<file path="config.mk">
export PLATFORM = sky130hd
export DESIGN_NAME = fsa_ctrl
export DESIGN_NICKNAME = d
export VERILOG_FILES = /design/src/fsa_pkg.sv /design/src/fsa_ctrl.sv
export SDC_FILE = /design/constraint.sdc
export NUM_CORES = 1
export LEC_CHECK = 0
export ABC_AREA = 1
export ABC_CLOCK_PERIOD_IN_PS = 2400
export BUFFER_PORTS_ARGS = -buffer_cell sky130_fd_sc_hd__buf_4
export CAP_MARGIN = 25
export CORE_ASPECT_RATIO = 0.8
export CORE_MARGIN = 2
export CORE_UTILIZATION = 52
export CTS_CLUSTER_SIZE = 16
export DETAILED_ROUTE_END_ITERATION = 10
export GPL_TIMING_DRIVEN = 0
export PLACE_DENSITY = 0.79
export SYNTH_ARGS = -nofsm -noshare
export SYNTH_HDL_FRONTEND = slang
export SYNTH_SLANG_ARGS = --single-unit
</file>
<file path="constraint.sdc">
create_clock -name clk -period 2.4 [get_ports clk]
set_clock_uncertainty 0.1 [all_clocks]
set_input_delay 0.48 -clock clk [delete_from_list [all_inputs] [get_ports clk]]
set_output_delay 0.48 -clock clk [all_outputs]
set_load 0.1 [all_outputs]
</file>
<file path="src/fsa_pkg.sv">
// ----------------------------------------------------------------------------
// fsa_pkg: shared types and constants of the free list slot allocator
// Index and count widths, item codes, link memory request and controller
// state type.
// ----------------------------------------------------------------------------
`default_nettype none

package fsa_pkg;

    // pool geometry, fixed by the 10-bit slot index
    localparam int IDX_W        = 10;
    localparam int CNT_W        = 11;
    localparam int POOL_DEPTH   = 1 << IDX_W;
    localparam int FIRST_USABLE = 1;

    typedef logic [IDX_W-1:0] idx_t;
    typedef logic [CNT_W-1:0] cnt_t;

    localparam idx_t NULL_LINK = '0;
    localparam cnt_t COUNT_MAX = '1;
    localparam cnt_t COUNT_MIN = '0;

    // item kinds
    localparam logic KIND_ALLOC = 1'b0;
    localparam logic KIND_FREE  = 1'b1;

    // result status codes
    localparam logic STATUS_OK       = 1'b0;
    localparam logic STATUS_DEPLETED = 1'b1;

    // one access of the link memory
    typedef struct packed {
        logic we;
        idx_t waddr;
        idx_t wdata;
        logic re;
        idx_t raddr;
    } mem_req_t;

    // controller states
    typedef enum logic {
        ST_IDLE,
        ST_POP_WAIT
    } fsa_state_t;

endpackage

`default_nettype wire

</file>
<file path="src/fsa_ctrl.sv">
// ----------------------------------------------------------------------------
// fsa_ctrl: allocator control
// Holds list head, bump pointer and list count, decides each item and
// drives the link memory; a pop waits in ST_POP_WAIT for the next link.
// ----------------------------------------------------------------------------
`default_nettype none

module fsa_ctrl
    import fsa_pkg::*;
(
    input  wire logic     clk,
    input  wire logic     rst_n,
    input  wire logic     start,
    input  wire logic     kind,
    input  wire idx_t     free_index,
    input  wire cnt_t     slot_limit,
    input  wire idx_t     link_rdata,
    output      mem_req_t mem_req,
    output      logic     busy,
    output      logic     done,
    output      idx_t     slot_index,
    output      logic     status,
    output      cnt_t     free_count
);

    fsa_state_t state_reg, state_next;
    idx_t       head_reg, head_next;
    cnt_t       bump_reg, bump_next;
    cnt_t       count_reg, count_next;
    logic       done_reg, done_next;
    idx_t       slot_reg, slot_next;
    logic       status_reg, status_next;

    logic accept;
    cnt_t limit_eff;

    assign accept = start && (state_reg == ST_IDLE);

    // bump limit clipped to the pool
    assign limit_eff = (slot_limit < cnt_t'(POOL_DEPTH)) ? slot_limit : cnt_t'(POOL_DEPTH);

    // state and payload registers
    always_ff @(posedge clk or negedge rst_n)
    begin
        if (!rst_n)
        begin
            state_reg  <= ST_IDLE;
            head_reg   <= NULL_LINK;
            bump_reg   <= cnt_t'(FIRST_USABLE);
            count_reg  <= COUNT_MIN;
            done_reg   <= 1'b0;
            slot_reg   <= NULL_LINK;
            status_reg <= STATUS_OK;
        end
        else
        begin
            state_reg  <= state_next;
            head_reg   <= head_next;
            bump_reg   <= bump_next;
            count_reg  <= count_next;
            done_reg   <= done_next;
            slot_reg   <= slot_next;
            status_reg <= status_next;
        end
    end

    // next state and memory requests
    always_comb
    begin
        state_next  = state_reg;
        head_next   = head_reg;
        bump_next   = bump_reg;
        count_next  = count_reg;
        done_next   = 1'b0;
        slot_next   = slot_reg;
        status_next = status_reg;
        mem_req     = '0;

        unique case (state_reg)
            ST_IDLE:
            begin
                if (accept)
                begin
                    done_next   = 1'b1;
                    slot_next   = NULL_LINK;
                    status_next = STATUS_OK;
                    if (kind == KIND_FREE)
                    begin
                        // push: old head goes into the freed slot
                        if (free_index != NULL_LINK)
                        begin
                            mem_req.we    = 1'b1;
                            mem_req.waddr = free_index;
                            mem_req.wdata = head_reg;
                            head_next     = free_index;
                            if (count_reg != COUNT_MAX)
                            begin
                                count_next = count_reg + cnt_t'(1);
                            end
                        end
                    end
                    else if (head_reg != NULL_LINK)
                    begin
                        // pop: fetch the next link, head follows in ST_POP_WAIT
                        slot_next     = head_reg;
                        mem_req.re    = 1'b1;
                        mem_req.raddr = head_reg;
                        state_next    = ST_POP_WAIT;
                        if (count_reg != COUNT_MIN)
                        begin
                            count_next = count_reg - cnt_t'(1);
                        end
                    end
                    else if (bump_reg < limit_eff)
                    begin
                        // never-used slot from the bump pointer
                        slot_next = bump_reg[IDX_W-1:0];
                        bump_next = bump_reg + cnt_t'(1);
                    end
                    else
                    begin
                        status_next = STATUS_DEPLETED;
                    end
                end
            end
            ST_POP_WAIT:
            begin
                head_next  = link_rdata;
                state_next = ST_IDLE;
            end
            default:
            begin
                state_next = ST_IDLE;
            end
        endcase
    end

    assign busy       = (state_reg == ST_POP_WAIT);
    assign done       = done_reg;
    assign slot_index = slot_reg;
    assign status     = status_reg;
    assign free_count = count_reg;

endmodule

`default_nettype wire

</file>
# Word-level counts from Yosys, hierarchy flattened
# Cells that the tools add are included.
# classes
n_mux	28
order_cmp	2
eq_ne	6
n_addsub	3
bitwise	3
n_reduce_logical	10
# op_table
op	n
11-bit two-way mux	8
32-bit two-way mux	2
10-bit two-way mux	6
21-bit two-way mux	2
11-bit by 1-bit adder with 11-bit output, second input constant	2
10-bit one-hot mux with 2 select lines	1
10-bit nonzero test	2
11-bit < comparator	1
11-bit < comparator, second input constant	1
11-bit inequality test, second input constant	1
11-bit nonzero test	1
11-bit by 1-bit subtractor with 11-bit output, second input constant	1
1-bit two-way mux	8
2-bit by 1-bit inequality test with 1-bit output, second input constant	3
6-bit AND reduction	1
5-bit AND reduction	1
2-bit inequality test, second input constant	2
2-bit nonzero test	2
1-bit NOT	3
3-bit AND reduction	1
1-bit one-hot mux with 2 select lines	1
2-bit AND reduction	1
1-bit logical AND	1
# totals
inputBits	35
regBits	45
out_inout_bits	56

# Logic depth before layout (Yosys ltp)
# depth
depth_word	6
mapped_depth	15

# Worst setup path before layout
# No wires, ideal clock.
# synth_path
kind	flip-flop to output port
from	register state_reg (netlist: busy)
to	output mem_req[16] (netlist name)
path_buffers	1
path_stages_with_launch	7
t_arrival_ns	2.844
path_slack_ns	-1.024
required_ns	1.820
path_cell_list	dfrtp_1 -> inv_2 -> nand2_2 -> inv_2 -> nand3_1 -> buf_4 -> nor2_1
# synth_lines
item	line_no	text
from (decl)	fsa_ctrl.sv:26	fsa_state_t state_reg, state_next;
from (signal assigned)	fsa_ctrl.sv:57	state_reg <= state_next;
to (decl)	fsa_ctrl.sv:18	output mem_req_t mem_req,

==> impl_metrics.toml <==
[outcome]
status = "complete, no violations"

[drt]
antenna_left = 0
drtPass1Iterations = 5
vias = 3613
vias_per_cell = 5.10
routed_wl_um = 9190
wl_per_cell_um = 13.0
drt_iter0_drc = 211
drc = 0

[setup_path]
critPathMaxStageDelay_ns = 0.51
crit_slowest_cell = "dfrtp_4"
worstSetupPathType = "reg2out"
cp_num_buf_inv = 4
cp_max_fo = 6
critPathRequiredTime_ns = 1.82
crit_path_frequent_cell = "nor2_4"
critPathLaunchType = "flop"
crit_arrival_ns = 1.76
worstPathCellList = "inv_6, nand2_4, nor2_4, inv_4, nor2_4, inv_6, nor2_4, buf_12"
end_kind = "output port"
critPathTopFamily = "flip-flops"

[grt]
grt_pass1_wl_um = 15100
grt_max_degree = 46
overflow = 0
grt_pass1_vias = 3341
grt_usage_pct = 26.0
antenna_found_initial = 0

[sta]
finalSetupViolations = 0
rsz0062_at_grt = "yes"
worst_pin_slew_ns = 0.558
setup_ws_ns = 0.0645
maxSlewViolCount = 0
timing.fmax_mhz = 428
min_period_ns = 2.34
hold_viol_final = 0
finalCritPeriodShare_pct = 97.3
max_slew_margin_pct = 62.8

[place]
dp_hpwl_um = 7120
dp_slack_ns = -0.183
place_congestion = 0.906
io_buffers = 89
dp.cells = 697

[floorplan]
dieHeight_um = 76.5
core_um2 = 6380
ios = 91
die_x_um = 94.6
start_util_pct = 53.6
die-area_um2 = 7240
rows = 26

[yosys]
synth_top_area_share_pct = 32.2
yosys.area.top_type = "dfrtp_1"
ys_seq_area_share_pct = 33.0
ys.flop_type = "dfrtp_1"
synth_commonest_cells = "nand2_1, nor2_1, dfrtp_1"
synth_edf_count = 0
synth-seq-cells = 45
syn_area_um2 = 3420
async_reset_ff_share_pct = 100
synth_cells = 524
synth_nets = 580
synthMostInstantiatedCell = "nand2_1"
synth.area.top_cells = "dfrtp_1, nand2_1, nor2_1"
synthDistinctLibCells = 29
ys_warn_count = 0
avgSynthCellArea_um2 = 6.52

[pwr]
p_leak_nw = 2.50
p_per_area_nw_per_um2 = 874
peakVddDrop_mv = 1.06

[cells_and_area]
num_antenna_cells = 0
final_nets = 679
drive_above_1_share_pct = 29.3
multiInputGateArea_um2 = 2190
fill_cells = 525
seq_area_um2 = 1130
syn_to_final_growth_pct = 36.6
stdcell_count = 708

[clock_tree]
clkLatencyLatePin_ns = 0.30
cts_max_path_buffers = 2
path_clk_slew_ns = 0.10
cts_inserted_buffers = 5
htreeDepth = 2
cts_sinks = 45
cts_tree = "done"
clock-root-buffer = "clkbuf_8"
cts_hold_buf = 0

[min_path]
min-delay-path-class = "in2async"

[run]
maxCapViolCount = 0
==> per-stage QoR <==
stage	area [µm²]	utilization [%]	hold slack (ns)	setup TNS, ns	power (mW)
global placement	4380	68.7	0.371	-3.10	3.51
finish	4670	73.2	0.0591	0	4.08
CTS	4630	72.6	0.0834	0	4.07
floorplan	3610	-	0.0844	-0.525	3.03
global route	4670	73.2	0.105	-0.0186	4.34
detailed placement	4380	68.7	0.375	-3.68	3.56
==> layer usage <==
| metal | up-vias | share of wire [%] | wire, µm | track usage, % |
|---|---|---|---|---|
| li1 | 1836 | - | - | - |
| met1 | 1658 | 46 | 4240 | 36.2 |
| met2 | 113 | 47 | 4330 | 43.0 |
| met3 | 6 | 6.1 | 563 | 4.25 |
| met4 | 0 | 0.66 | 61 | 4.49 |
| met5 | - | 0 | 0 | 0 |
==> report_power, final <==
| group | switching, mW | leakage, nW | internal, mW |
|---|---|---|---|
| clock | 0.279 | 0.0447 | 0.210 |
| combinational | 1.81 | 1.88 | 0.665 |
| sequential | 0.206 | 0.580 | 0.906 |
| total | 2.30 | 2.50 | 1.78 |
==> kinds of logic after synthesis <==
| logic type | count (synthesis) | share of synthesized area [%] |
|---|---|---|
| and+or+nand+nor | 343 | 40.7 |
| buffers and inverters | 69 | 8.89 |
| DFF | 45 | 33.0 |
| xor gates and xnor gates | 11 | 2.82 |
| adders and majority gates | 21 | 7.91 |
| AOI/OAI and AO/OA | 35 | 6.73 |
==> timing repair <==
| item | in CTS | in global routing |
|---|---|---|
| buffers inserted | 4 | 0 |
| setup endpoints to repair | 18 | 38 |
| resized for setup | 32 | 11 |
| pin swaps | 1 | 1 |
==> layout by cell type (no fill, tap or decap), types with 2 or more instances in the layout <==
| master | synthesis | layout |
|---|---|---|
| a21boi_0 | 6 | 6 |
| a21oi_1 | 12 | 12 |
| buf_12 | 0 | 7 |
| buf_2 | 6 | 6 |
| buf_4 | 6 | 81 |
| buf_6 | 2 | 13 |
| clkbuf_8 | 0 | 5 |
| clkinvlp_4 | 0 | 2 |
| dfrtp_1 | 44 | 43 |
| ha_1 | 20 | 20 |
| inv_1 | 41 | 39 |
| inv_2 | 12 | 9 |
| inv_4 | 0 | 2 |
| inv_6 | 0 | 3 |
| nand2_1 | 213 | 212 |
| nand2_2 | 2 | 2 |
| nand3_1 | 43 | 42 |
| nand4_1 | 6 | 6 |
| nor2_1 | 69 | 37 |
| nor2_2 | 2 | 14 |
| nor2_4 | 1 | 21 |
| nor3_1 | 4 | 3 |
| o21ai_0 | 5 | 5 |
| o21ai_2 | 10 | 10 |
| xnor2_1 | 4 | 4 |
| xor2_1 | 7 | 7 |
==> final timing paths <==
kind	startpoint	endpoint	slack, ns	cells past startpoint
worst max-delay path	busy$_DFF_PN0_	mem_req[0]	0.06	8
worst min-delay path	rst_n	slot_index[7]$_DFFE_PN0P_	0.06	1
min in group clk	link_rdata[9]	head_reg[9]$_DFFE_PN0P_	0.39	5
worst min register to register	status$_DFFE_PN0P_	status$_DFFE_PN0P_	0.41	2
worst max register to register	bump_reg[6]$_DFFE_PN0P_	bump_reg[4]$_DFFE_PN0P_	0.38	11
max in group asynchronous	rst_n	busy$_DFF_PN0_	1.71	1
==> layout make-up <==
cell class	count	area share (%)
Multi-Input combinational cell	410	47.0
Sequential cell	45	24.2
Timing Repair Buffer	93	17.4
Inverter	53	4.66
Buffer	15	2.44
Tap cell	84	2.25
Clock buffer	5	1.47
Clock inverter	3	0.536
Note: power is estimated with default switching activity, not from simulation.
